==> config.mk <==
export PLATFORM = sky130hd
export DESIGN_NAME = my_supply_supervisor_top
export DESIGN_NICKNAME = d
export VERILOG_FILES = /design/src/hdl/bss_pkg.sv /design/src/hdl/bss_div.sv /design/src/hdl/my_supply_supervisor_top.sv
export SDC_FILE = /design/constraint.sdc
export NUM_CORES = 2
export LEC_CHECK = 0
export ABC_CLOCK_PERIOD_IN_PS = 10850
export BUFFER_PORTS_ARGS = -buffer_cell sky130_fd_sc_hd__buf_2
export CAP_MARGIN = 0
export CORE_ASPECT_RATIO = 1.75
export CORE_MARGIN = 1.5
export CORE_UTILIZATION = 35
export CTS_BUF_LIST = sky130_fd_sc_hd__clkbuf_4 sky130_fd_sc_hd__clkbuf_8 sky130_fd_sc_hd__clkbuf_16
export CTS_CLUSTER_SIZE = 14
export DETAILED_ROUTE_END_ITERATION = 10
export GPL_TIMING_DRIVEN = 0
export PLACE_DENSITY = 0.46
export RECOVER_POWER = 25
export SYNTH_ARGS = -nofsm -noshare
export SYNTH_HDL_FRONTEND = slang
export SYNTH_HIERARCHICAL = 1
export SYNTH_SLANG_ARGS = --single-unit
==> constraint.sdc <==
create_clock -name clk -period 10.85 [get_ports clk]
set_input_delay 0.5425 -clock clk [delete_from_list [all_inputs] [get_ports clk]]
set_output_delay 0.5425 -clock clk [all_outputs]
set_load 0.05 [all_outputs]
==> src/hdl/bss_pkg.sv <==
`default_nettype none
// ----------------------------------------------------------------------------
// Bench supply supervisor package
// Shared widths, commands, state codes and register indexes.
// ----------------------------------------------------------------------------
package bss_pkg;

  localparam int AVG_DEPTH  = 8;
  localparam int SLOT_BITS  = $clog2(AVG_DEPTH);
  localparam int SMP_BITS   = 12;
  localparam int DAC_W      = 12;
  localparam int SUM_BITS   = SMP_BITS + SLOT_BITS;
  localparam int TICK_BITS  = 16;
  localparam int NUM_CH     = 5;

  localparam logic [1:0] FUNC_TICK    = 2'd0;
  localparam logic [1:0] FUNC_ENABLE  = 2'd1;
  localparam logic [1:0] FUNC_DISABLE = 2'd2;
  localparam logic [1:0] FUNC_CLEAR   = 2'd3;

  localparam logic [2:0] ST_OFF  = 3'd0;
  localparam logic [2:0] ST_SOFT = 3'd1;
  localparam logic [2:0] ST_RUN  = 3'd2;
  localparam logic [2:0] ST_CV   = 3'd3;
  localparam logic [2:0] ST_CC   = 3'd4;
  localparam logic [2:0] ST_OTP  = 3'd5;
  localparam logic [2:0] ST_OVP  = 3'd6;
  localparam logic [2:0] ST_OCP  = 3'd7;

  localparam logic [2:0] REG_VTARGET = 3'd0;
  localparam logic [2:0] REG_ILIMIT  = 3'd1;
  localparam logic [2:0] REG_OV      = 3'd2;
  localparam logic [2:0] REG_OC      = 3'd3;
  localparam logic [2:0] REG_OT      = 3'd4;
  localparam logic [2:0] REG_RECOVER = 3'd5;
  localparam logic [2:0] REG_RAMP    = 3'd6;
  localparam logic [2:0] REG_CCDET   = 3'd7;

  // Division request and answer between the sequencer and the divider.
  typedef struct packed {
    logic                             start;
    logic [DAC_W+TICK_BITS-1:0]       dividend;
    logic [TICK_BITS-1:0]             divisor;
  } div_req_t;

  typedef struct packed {
    logic                             done;
    logic [DAC_W+TICK_BITS-1:0]       quotient;
  } div_rsp_t;

endpackage : bss_pkg
`default_nettype wire

==> src/hdl/bss_div.sv <==
`default_nettype none
// ----------------------------------------------------------------------------
// Bench supply supervisor divider
// Restoring divider, one quotient bit per cycle.
// ----------------------------------------------------------------------------
module bss_div
  import bss_pkg::*;
(
  input  wire logic     clk,
  input  wire logic     rst_n,
  input  wire div_req_t req,
  output div_rsp_t      rsp
);

  localparam int NUM_W = DAC_W + TICK_BITS;
  localparam int CNT_W = $clog2(NUM_W + 1);

  logic [NUM_W-1:0]     quo_r, quo_nxt;
  logic [TICK_BITS:0]   rem_r, rem_nxt;
  logic [TICK_BITS-1:0] den_r, den_nxt;
  logic [CNT_W-1:0]     cnt_r, cnt_nxt;
  logic                 busy_r, busy_nxt;
  logic                 done_r, done_nxt;
  logic [TICK_BITS:0]   shifted;

  // One shift and trial subtract per cycle.
  always_comb begin
    quo_nxt  = quo_r;
    rem_nxt  = rem_r;
    den_nxt  = den_r;
    cnt_nxt  = cnt_r;
    busy_nxt = busy_r;
    done_nxt = 1'b0;
    shifted  = {rem_r[TICK_BITS-1:0], quo_r[NUM_W-1]};
    if (req.start) begin
      quo_nxt  = req.dividend;
      rem_nxt  = '0;
      den_nxt  = req.divisor;
      cnt_nxt  = CNT_W'(NUM_W);
      busy_nxt = 1'b1;
    end else if (busy_r) begin
      if (shifted >= {1'b0, den_r}) begin
        rem_nxt = shifted - {1'b0, den_r};
        quo_nxt = {quo_r[NUM_W-2:0], 1'b1};
      end else begin
        rem_nxt = shifted;
        quo_nxt = {quo_r[NUM_W-2:0], 1'b0};
      end
      cnt_nxt = cnt_r - 1'b1;
      if (cnt_r == CNT_W'(1)) begin
        busy_nxt = 1'b0;
        done_nxt = 1'b1;
      end
    end
  end

  always_ff @(posedge clk) begin
    if (!rst_n) begin
      busy_r <= 1'b0;
      done_r <= 1'b0;
      cnt_r  <= '0;
    end else begin
      busy_r <= busy_nxt;
      done_r <= done_nxt;
      cnt_r  <= cnt_nxt;
    end
    quo_r <= quo_nxt;
    rem_r <= rem_nxt;
    den_r <= den_nxt;
  end

  assign rsp.done     = done_r;
  assign rsp.quotient = quo_r;

endmodule : bss_div
`default_nettype wire

// hdl/my_supply_supervisor_top.sv
`default_nettype none
// ----------------------------------------------------------------------------
// Bench supply supervisor top level
// Command sequencer, averaging rings, ramp, protection and CC/CV detection.
// ----------------------------------------------------------------------------
// Each item carries one command. Enable, disable and clear pass through the
// command and output states before their result is presented. A tick that
// advances the soft-start ramp without ending it waits in the divide state
// for the 28-bit restoring divider, which works out the ramp code one quotient
// bit per cycle. Other ticks go straight to the protection checks, with the
// averaging rings updated in the cycle after acceptance. in_stall is high
// from acceptance until the result has been taken, and the result is held in
// the output registers until out_stall is low.
module my_supply_supervisor_top
  import bss_pkg::*;
(
  input  wire logic        clk,
  input  wire logic        rst_n,
  input  wire logic        in_valid,
  output logic             in_stall,
  input  wire logic [1:0]  in_func,
  input  wire logic [11:0] in_vfb_sample,
  input  wire logic [11:0] in_ifb_sample,
  input  wire logic [11:0] in_vin_sample,
  input  wire logic [11:0] in_ntc_sample,
  input  wire logic [11:0] in_cc_sample,
  output logic             out_valid,
  input  wire logic        out_stall,
  output logic [11:0]      out_voltage_dac,
  output logic [11:0]      out_current_dac,
  output logic [2:0]       out_supply_state,
  output logic             out_state_changed,
  output logic             out_output_on,
  output logic [11:0]      out_vfb_average,
  output logic [11:0]      out_ifb_average,
  output logic [11:0]      out_vin_average,
  output logic [11:0]      out_ntc_average,
  output logic [23:0]      out_power_product,
  input  wire logic        cfg_psel,
  input  wire logic        cfg_penable,
  input  wire logic        cfg_pwrite,
  input  wire logic [4:0]  cfg_paddr,
  input  wire logic [31:0] cfg_pwdata,
  output logic [31:0]      cfg_prdata,
  output logic             cfg_pready
);

  localparam logic [2:0] SQ_IDLE  = 3'd0;
  localparam logic [2:0] SQ_RING  = 3'd1;
  localparam logic [2:0] SQ_DIV   = 3'd2;
  localparam logic [2:0] SQ_PROT  = 3'd3;
  localparam logic [2:0] SQ_CMD   = 3'd4;
  localparam logic [2:0] SQ_OUT   = 3'd5;
  localparam logic [2:0] SQ_WAIT  = 3'd6;

  // Configuration registers.
  logic [11:0] vtarget_r, ilimit_r, ov_r, oc_r, ot_r, recover_r, ccdet_r;
  logic [15:0] ramp_r;
  logic        cfg_wr;
  logic [2:0]  cfg_idx;

  assign cfg_pready = 1'b1;
  assign cfg_idx    = cfg_paddr[4:2];
  assign cfg_wr     = cfg_psel && cfg_penable && cfg_pwrite && cfg_pready;

  always_ff @(posedge clk) begin
    if (!rst_n) begin
      vtarget_r <= 12'd0;
      ilimit_r  <= 12'd0;
      ov_r      <= 12'd4095;
      oc_r      <= 12'd4095;
      ot_r      <= 12'd0;
      recover_r <= 12'd4095;
      ramp_r    <= 16'd50;
      ccdet_r   <= 12'd1241;
    end else if (cfg_wr) begin
      unique case (cfg_idx)
        REG_VTARGET: vtarget_r <= cfg_pwdata[11:0];
        REG_ILIMIT:  ilimit_r  <= cfg_pwdata[11:0];
        REG_OV:      ov_r      <= cfg_pwdata[11:0];
        REG_OC:      oc_r      <= cfg_pwdata[11:0];
        REG_OT:      ot_r      <= cfg_pwdata[11:0];
        REG_RECOVER: recover_r <= cfg_pwdata[11:0];
        REG_RAMP:    ramp_r    <= cfg_pwdata[15:0];
        default:     ccdet_r   <= cfg_pwdata[11:0];
      endcase
    end
  end

  // Register read-back.
  always_comb begin
    unique case (cfg_idx)
      REG_VTARGET: cfg_prdata = {20'd0, vtarget_r};
      REG_ILIMIT:  cfg_prdata = {20'd0, ilimit_r};
      REG_OV:      cfg_prdata = {20'd0, ov_r};
      REG_OC:      cfg_prdata = {20'd0, oc_r};
      REG_OT:      cfg_prdata = {20'd0, ot_r};
      REG_RECOVER: cfg_prdata = {20'd0, recover_r};
      REG_RAMP:    cfg_prdata = {16'd0, ramp_r};
      default:     cfg_prdata = {20'd0, ccdet_r};
    endcase
  end

  // Control state.
  logic [2:0]  sq_r, sq_nxt;
  logic [1:0]  func_r;
  logic [SMP_BITS-1:0] smp_r [NUM_CH];
  logic [SMP_BITS-1:0] ring_r [NUM_CH][AVG_DEPTH];
  logic [SUM_BITS-1:0] sum_r [NUM_CH];
  logic [SLOT_BITS-1:0] slot_r;
  logic [2:0]  mode_r, mode_nxt;
  logic        en_r, en_nxt, ramping_r, ramping_nxt, chg_r, chg_nxt;
  logic [15:0] elapsed_r, elapsed_nxt;
  logic [11:0] rtarget_r, rtarget_nxt, vdac_r, vdac_nxt, idac_r, idac_nxt;
  logic        ring_we;
  logic        in_acc;
  logic        div_started_r;
  div_req_t    dreq;
  div_rsp_t    drsp;

  bss_div u_div (.clk(clk), .rst_n(rst_n), .req(dreq), .rsp(drsp));

  // Averages from the ring sums.
  logic [SMP_BITS-1:0] avg [NUM_CH];
  always_comb begin
    for (int c = 0; c < NUM_CH; c++) avg[c] = sum_r[c][SUM_BITS-1:SLOT_BITS];
  end

  logic ntc_ok;
  assign ntc_ok = (avg[3] != '0) && (avg[3] != '1);

  assign in_acc   = in_valid && !in_stall;
  assign in_stall = (sq_r != SQ_IDLE);

  // Ring update on the cycle after acceptance.
  always_ff @(posedge clk) begin
    if (!rst_n) begin
      slot_r <= '0;
      for (int c = 0; c < NUM_CH; c++) begin
        sum_r[c] <= '0;
        for (int d = 0; d < AVG_DEPTH; d++) ring_r[c][d] <= '0;
      end
    end else if (ring_we) begin
      slot_r <= slot_r + 1'b1;
      for (int c = 0; c < NUM_CH; c++) begin
        sum_r[c]         <= sum_r[c] - SUM_BITS'(ring_r[c][slot_r]) + SUM_BITS'(smp_r[c]);
        ring_r[c][slot_r] <= smp_r[c];
      end
    end
  end

  assign ring_we = (sq_r == SQ_RING);

  // Sequencer.
  always_comb begin
    sq_nxt      = sq_r;
    mode_nxt    = mode_r;
    en_nxt      = en_r;
    ramping_nxt = ramping_r;
    chg_nxt     = chg_r;
    elapsed_nxt = elapsed_r;
    rtarget_nxt = rtarget_r;
    vdac_nxt    = vdac_r;
    idac_nxt    = idac_r;
    dreq.start    = 1'b0;
    dreq.dividend = 28'(rtarget_r) * 28'(elapsed_r);
    dreq.divisor  = ramp_r;
    unique case (sq_r)
      SQ_IDLE: begin
        if (in_acc) begin
          chg_nxt = 1'b0;
          sq_nxt  = (in_func == FUNC_TICK) ? SQ_RING : SQ_CMD;
        end
      end
      SQ_RING: begin
        sq_nxt = SQ_PROT;
        if (ramping_r) begin
          if (elapsed_r != 16'hFFFF) elapsed_nxt = elapsed_r + 1'b1;
          if (((elapsed_r != 16'hFFFF) ? elapsed_r + 1'b1 : elapsed_r) >= ramp_r) begin
            ramping_nxt = 1'b0;
            vdac_nxt    = vtarget_r;
            idac_nxt    = ilimit_r;
            if (mode_r != ST_RUN) chg_nxt = 1'b1;
            mode_nxt    = ST_RUN;
          end else begin
            sq_nxt = SQ_DIV;
          end
        end
      end
      SQ_DIV: begin
        // Start once with the updated count, then wait for the quotient.
        if (!drsp.done) begin
          dreq.start = !div_started_r;
        end
        if (drsp.done) begin
          vdac_nxt = (drsp.quotient > 28'd4095) ? 12'hFFF : drsp.quotient[11:0];
          sq_nxt   = SQ_PROT;
        end
      end
      SQ_PROT: begin
        sq_nxt = SQ_OUT;
        if (ntc_ok && avg[3] < ot_r) begin
          if (en_r) begin
            vdac_nxt = '0; idac_nxt = '0; en_nxt = 1'b0; ramping_nxt = 1'b0;
          end
          if (mode_r != ST_OTP) chg_nxt = 1'b1;
          mode_nxt = ST_OTP;
        end else if (en_r && avg[0] > ov_r) begin
          vdac_nxt = '0; idac_nxt = '0; en_nxt = 1'b0; ramping_nxt = 1'b0;
          if (mode_r != ST_OVP) chg_nxt = 1'b1;
          mode_nxt = ST_OVP;
        end else if (en_r && avg[1] > oc_r) begin
          vdac_nxt = '0; idac_nxt = '0; en_nxt = 1'b0; ramping_nxt = 1'b0;
          if (mode_r != ST_OCP) chg_nxt = 1'b1;
          mode_nxt = ST_OCP;
        end else if (en_r && (mode_r == ST_RUN || mode_r == ST_CV || mode_r == ST_CC)) begin
          mode_nxt = (avg[4] < ccdet_r) ? ST_CC : ST_CV;
          if (mode_nxt != mode_r) chg_nxt = 1'b1;
        end
      end
      SQ_CMD: begin
        sq_nxt = SQ_OUT;
        case (func_r)
          FUNC_ENABLE: begin
            if (!en_r && mode_r != ST_OTP && mode_r != ST_OVP && mode_r != ST_OCP) begin
              ramping_nxt = 1'b1;
              elapsed_nxt = '0;
              rtarget_nxt = vtarget_r;
              idac_nxt    = ilimit_r;
              en_nxt      = 1'b1;
              if (mode_r != ST_SOFT) chg_nxt = 1'b1;
              mode_nxt    = ST_SOFT;
            end
          end
          FUNC_DISABLE: begin
            if (en_r) begin
              vdac_nxt = '0; idac_nxt = '0; en_nxt = 1'b0; ramping_nxt = 1'b0;
              if (mode_r != ST_OFF) chg_nxt = 1'b1;
              mode_nxt = ST_OFF;
            end
          end
          default: begin
            if ((mode_r == ST_OTP || mode_r == ST_OVP || mode_r == ST_OCP) &&
                (!ntc_ok || avg[3] > recover_r)) begin
              chg_nxt  = 1'b1;
              mode_nxt = ST_OFF;
            end
          end
        endcase
      end
      SQ_OUT: sq_nxt = SQ_WAIT;
      SQ_WAIT: if (!out_stall) sq_nxt = SQ_IDLE;
      default: sq_nxt = SQ_IDLE;
    endcase
  end

  always_ff @(posedge clk) begin
    if (!rst_n) begin
      sq_r          <= SQ_IDLE;
      mode_r        <= ST_OFF;
      en_r          <= 1'b0;
      ramping_r     <= 1'b0;
      chg_r         <= 1'b0;
      elapsed_r     <= '0;
      rtarget_r     <= '0;
      vdac_r        <= '0;
      idac_r        <= '0;
      div_started_r <= 1'b0;
    end else begin
      sq_r          <= sq_nxt;
      mode_r        <= mode_nxt;
      en_r          <= en_nxt;
      ramping_r     <= ramping_nxt;
      chg_r         <= chg_nxt;
      elapsed_r     <= elapsed_nxt;
      rtarget_r     <= rtarget_nxt;
      vdac_r        <= vdac_nxt;
      idac_r        <= idac_nxt;
      div_started_r <= (sq_r == SQ_DIV) && !drsp.done;
    end
  end

  // Hold the command and samples of the accepted item.
  always_ff @(posedge clk) begin
    if (in_acc) begin
      func_r   <= in_func;
      smp_r[0] <= in_vfb_sample;
      smp_r[1] <= in_ifb_sample;
      smp_r[2] <= in_vin_sample;
      smp_r[3] <= in_ntc_sample;
      smp_r[4] <= in_cc_sample;
    end
  end

  // Output registers, loaded once the result is final.
  logic [23:0] prod_r;
  always_ff @(posedge clk) begin
    if (!rst_n) begin
      out_valid <= 1'b0;
    end else if (sq_r == SQ_OUT) begin
      out_valid <= 1'b1;
    end else if (sq_r == SQ_WAIT && !out_stall) begin
      out_valid <= 1'b0;
    end
    prod_r <= 24'(avg[0]) * 24'(avg[1]);
    if (sq_r == SQ_OUT) begin
      out_voltage_dac   <= vdac_r;
      out_current_dac   <= idac_r;
      out_supply_state  <= mode_r;
      out_state_changed <= chg_r;
      out_output_on     <= en_r;
      out_vfb_average   <= avg[0];
      out_ifb_average   <= avg[1];
      out_vin_average   <= avg[2];
      out_ntc_average   <= avg[3];
      out_power_product <= prod_r;
    end
  end

endmodule : my_supply_supervisor_top
`default_nettype wire
==> results.md <==
Status:
- The run finished, with violations left.
- The final reports fail on capacitance limit, slew limit.

Die:
- The height of the die is approximately 540 µm.
- The number of rows created at floorplan is 196.
- The die is 309.6 µm wide.
- The floorplan step defined a core boundary enclosing roughly 160,000 µm².
- The floorplan step defined a die boundary enclosing 167,000 µm².
- The I/O pin count is 242.
- The initial utilization of the core area, before any placement, comes to 35.30%.

Placed design:
- The final weighted congestion of routability-driven global placement is 0.9255.
- The count of placed standard cells including taps is 7,804.
- Input and output buffers added on the ports amount to about 190.
- Once placement finished, the instance area stood at 61,810 µm².
- The detailed placer's ending HPWL is between 150,000 and 200,000 µm.

Detailed routing:
- Using the TritonRoute via totals, the vias-per-cell ratio works out to 5.246.
- The total detailed-routing wirelength is 207,100 µm.
- After detailed routing, the average wire length per cell comes to 25.75 µm.
- The count of unresolved DRC violations after routing is 0.
- The number of violations reported at the end of detailed-routing iteration 0 is about 3,100.
- The first-pass detailed-route iteration total is 6.
- In this run the remaining antenna-violating nets after routing total 0.
- The routed layout has about 42,000 vias.

Worst setup path:
- The worst setup path is of the reg2reg kind.
- The most repeated library cell on the critical path is fa_1.
- For the worst setup path, the data required time is approximately 11 ns.
- The critical-path cell with the highest stage delay is o311ai_0.
- The critical path capture point type is a flop.
- Traced cell by cell, the critical path runs through clkbuf_1, clkbuf_1, nand2_1, fa_1, fa_1, fa_1, inv_1, fa_1, inv_1, fa_1, inv_1, ha_1, a211oi_1, a211oi_1, o211ai_1, a21oi_1, o311ai_0, o211ai_1, mux2_2.
- STA classifies the critical path startpoint as a flop.
- The worst path arrival time is 7.67 ns.
- For this run, the slowest stage of the critical path takes around 0.67 ns.
- Along the worst path, the maximum fanout reaches 10.

Final layout:
- The area of combinational cells with multiple inputs is between 20,000 and 30,000 µm².
- Leaving out fill and tap cells, the most frequent cell in the layout is edfxtp_1.
- The area taken by flip-flops and latches is 27,150 µm².
- The filler cells instantiated in the layout total 16,100.
- The count of nets after finishing is 6,495.
- In the layout the commonest cells are edfxtp_1, inv_1, nand2_1.
- The area growth from synthesis to layout is 13.76%.
- Of the cells placed in the final design, the portion with a size suffix greater than 1 is 6.805%.
- The finished layout cell area is 65,480 µm².
- The count of cells in the finished layout, fillers not included, comes to 8,043.

Global route:
- The residual overflow from global routing is 0.
- The pin count of the biggest net entering global routing is slightly above 40.
- The via count of the first global-routing pass was between 40,000 and 50,000.
- Across every metal layer, demand over resource in global routing totals roughly a quarter.
- The initial antenna violation count is 9.
- The global-route wire length before repair is ~300,000 µm.

STA:
- The tightest hold path in the finished design has a slack of between 0.06 and 0.07 ns.
- The final clock skew is 0.04538 ns.
- After routing, the total negative slack on setup checks comes to 0 ns.
- The number of failing hold endpoints at the final stage is 0.
- The worst slew slack as a fraction of its limit is -33.14%.
- Setup repair after global routing left no endpoint under its margin.
- The upper clock frequency limit is 0.1385 GHz.
- At the pin with the least slew margin, the transition time is 1.990 ns.
- Setup violations remaining at the end of the flow were counted as 0.
- The clock period could shrink to 7.218 ns.
- The number of slew-limit violations in the final report was 172.
- The final clock period utilization by the worst path is 66.53%.

Pwr:
- The total power of the final layout is 13.86 mW.
- The leakage power is 27.22 nW.
- The largest vdd supply drop is 149.2 µV.
- The power density over the cells is roughly 210 nW/µm².

Run:
- The tool flagged a number of max-cap violations equal to 11.

Synthesis:
- Yosys printed 6 warnings.
- The most used flip-flop cell after synthesis is edfxtp_1.
- The number of distinct library cells after synthesis is 91.
- Counting flops with an async set or reset pin after synthesis yields a share of 0%.
- Summing the sequential cell areas from Yosys gives a little under half of the chip area.
- In this run, synthesis inferred 762 flip-flops with an integrated enable.
- A synthesized cell averages 10.66 µm².
- The post-synthesis cell count is 5,401.
- The number of storage elements in the synthesis netlist is 975.
- The post-synthesis instance area is 57,560 µm².

CTS:
- The register clock-pin slew on the reported worst setup and hold paths is roughly 0.07 ns.
- The later pin in the worst-skew pair is clocked with a latency of 0.74 ns.
- The H-tree depth is 3.
- The number of setup buffers added after CTS is 0.
- The clock tree root buffer cell is clkbuf_16.
- The maximum clock insertion buffer count is 3.
- Buffers inserted during clock tree synthesis total 99.
- The post-cts hold buffer count is 59.
- The sink count of the clock tree is 975.
- TritonCTS built the clock tree.
- The total of cells resized after clock tree synthesis is 0.

Worst hold path:
- The worst hold path belongs to the class in2reg.
==> cells in the mapped netlist, drive strengths merged, types with 19 or more instances <==
master  count  area share, %
edfxtp    762             40
and3      193            2.1
nor2b      47           0.51
ha        301            6.5
o21ai     105           0.92
a31oi      35           0.40
nor2      254            1.7
inv       701            4.6
nand2b     34           0.37
buf        56           0.60
and2      398            4.3
xnor2      65           0.99
nand3      47           0.41
a21oi     156            1.4
o22ai      19           0.32
nand4      88           0.97
a22oi     253            3.3
nor3       61           0.57
mux2       29           0.57
fa        301             10
clkbuf    260            1.7
dfxtp     213            7.4
o21a       20           0.26
a21o       32           0.42
a21boi     76           0.99
or3        20           0.22
nand2     563            3.7
o211ai     68           0.90
xor2       55           0.84
==> worst max-delay path, delay by kind of cell, from the launching register on <==
kind,cells,cell delay (ns)
flip-flops,1,0.30
adder cells (fa/ha/maj),6,2.91
AND/OR/NAND/NOR,1,0.15
AO/OA/AOI/OAI,6,2.20
buffers and inverters,5,1.12
multiplexers,1,0.30
==> kinds of logic (layout without fill, tap and decap cells) <==
| group | after synthesis | after routing | synth area share (%) |
|---|---|---|---|
| and+or+nand+nor | 1762 | 1762 | 15.58 |
| DFF | 975 | 975 | 47.16 |
| AOI/OAI and AO/OA | 874 | 874 | 10.57 |
| other | 2 | 19 | 0.01305 |
| xor gates and xnor gates | 120 | 120 | 1.826 |
| muxes | 46 | 46 | 0.9499 |
| adders and majority gates | 602 | 602 | 17.01 |
| buffers and inverters | 1020 | 1467 | 6.893 |
==> worst paths after layout <==
kind	from	end	slack, ns	depth (start not counted)
setup / recovery	rtarget_r[4]	u_div/quo_r[27]	3.63	19
hold / removal	in_ntc_sample[3]	smp_r[0][39]	0.07	1
setup reg to reg	rtarget_r[4]	u_div/quo_r[27]	3.63	19
hold reg to reg	prod_r[23]	out_power_product[23]	0.40	0
==> cell type report <==
type                            instances  area share (%)
Antenna cell                            2        0.007643
Buffer                                316           2.039
Clock buffer                          118           4.037
Clock inverter                         59          0.9821
Inverter                              704           4.035
Multi-Input combinational cell       3421           40.58
Sequential cell                       975           41.45
Tap cell                             2178           4.161
Timing Repair Buffer                  270           2.698
==> sequential cells by signal, indices dropped and copies added (netlist names), 16 cells and up <==
signal and count:
u_div/den_r 16, u_div/rem_r 16, ramp_r 16, prod_r 24, elapsed_r 16, u_div/quo_r 28
ring_r 480, out_power_product 24, smp_r 60, sum_r 75
==> report_power, final <==
group          leakage, nW  internal, mW  total [mW]  switching [mW]
clock network         1.61          1.96        3.57            1.60
logic                 16.2          2.03        5.39            3.36
registers             9.38          4.52        4.90           0.384
==> per-layer routing <==
metal	up-vias	track usage, %	routed length [µm]
met4	2	13.54	12820
met1	21200	28.23	78230
met3	428	2.686	9374
li1	19262	-	-
met2	1298	44.59	106700
met5	-	0	13
==> through the flow <==
step | utilization, % | setup slack (ns)
floorplan | - | 4.194
global placement | 37.59 | -0.8474
global route | 40.15 | 3.272
detailed placement | 37.90 | 3.581
finish | 40.15 | 3.632
CTS | 40.28 | 3.578
Power figures use the tool's default switching activity.
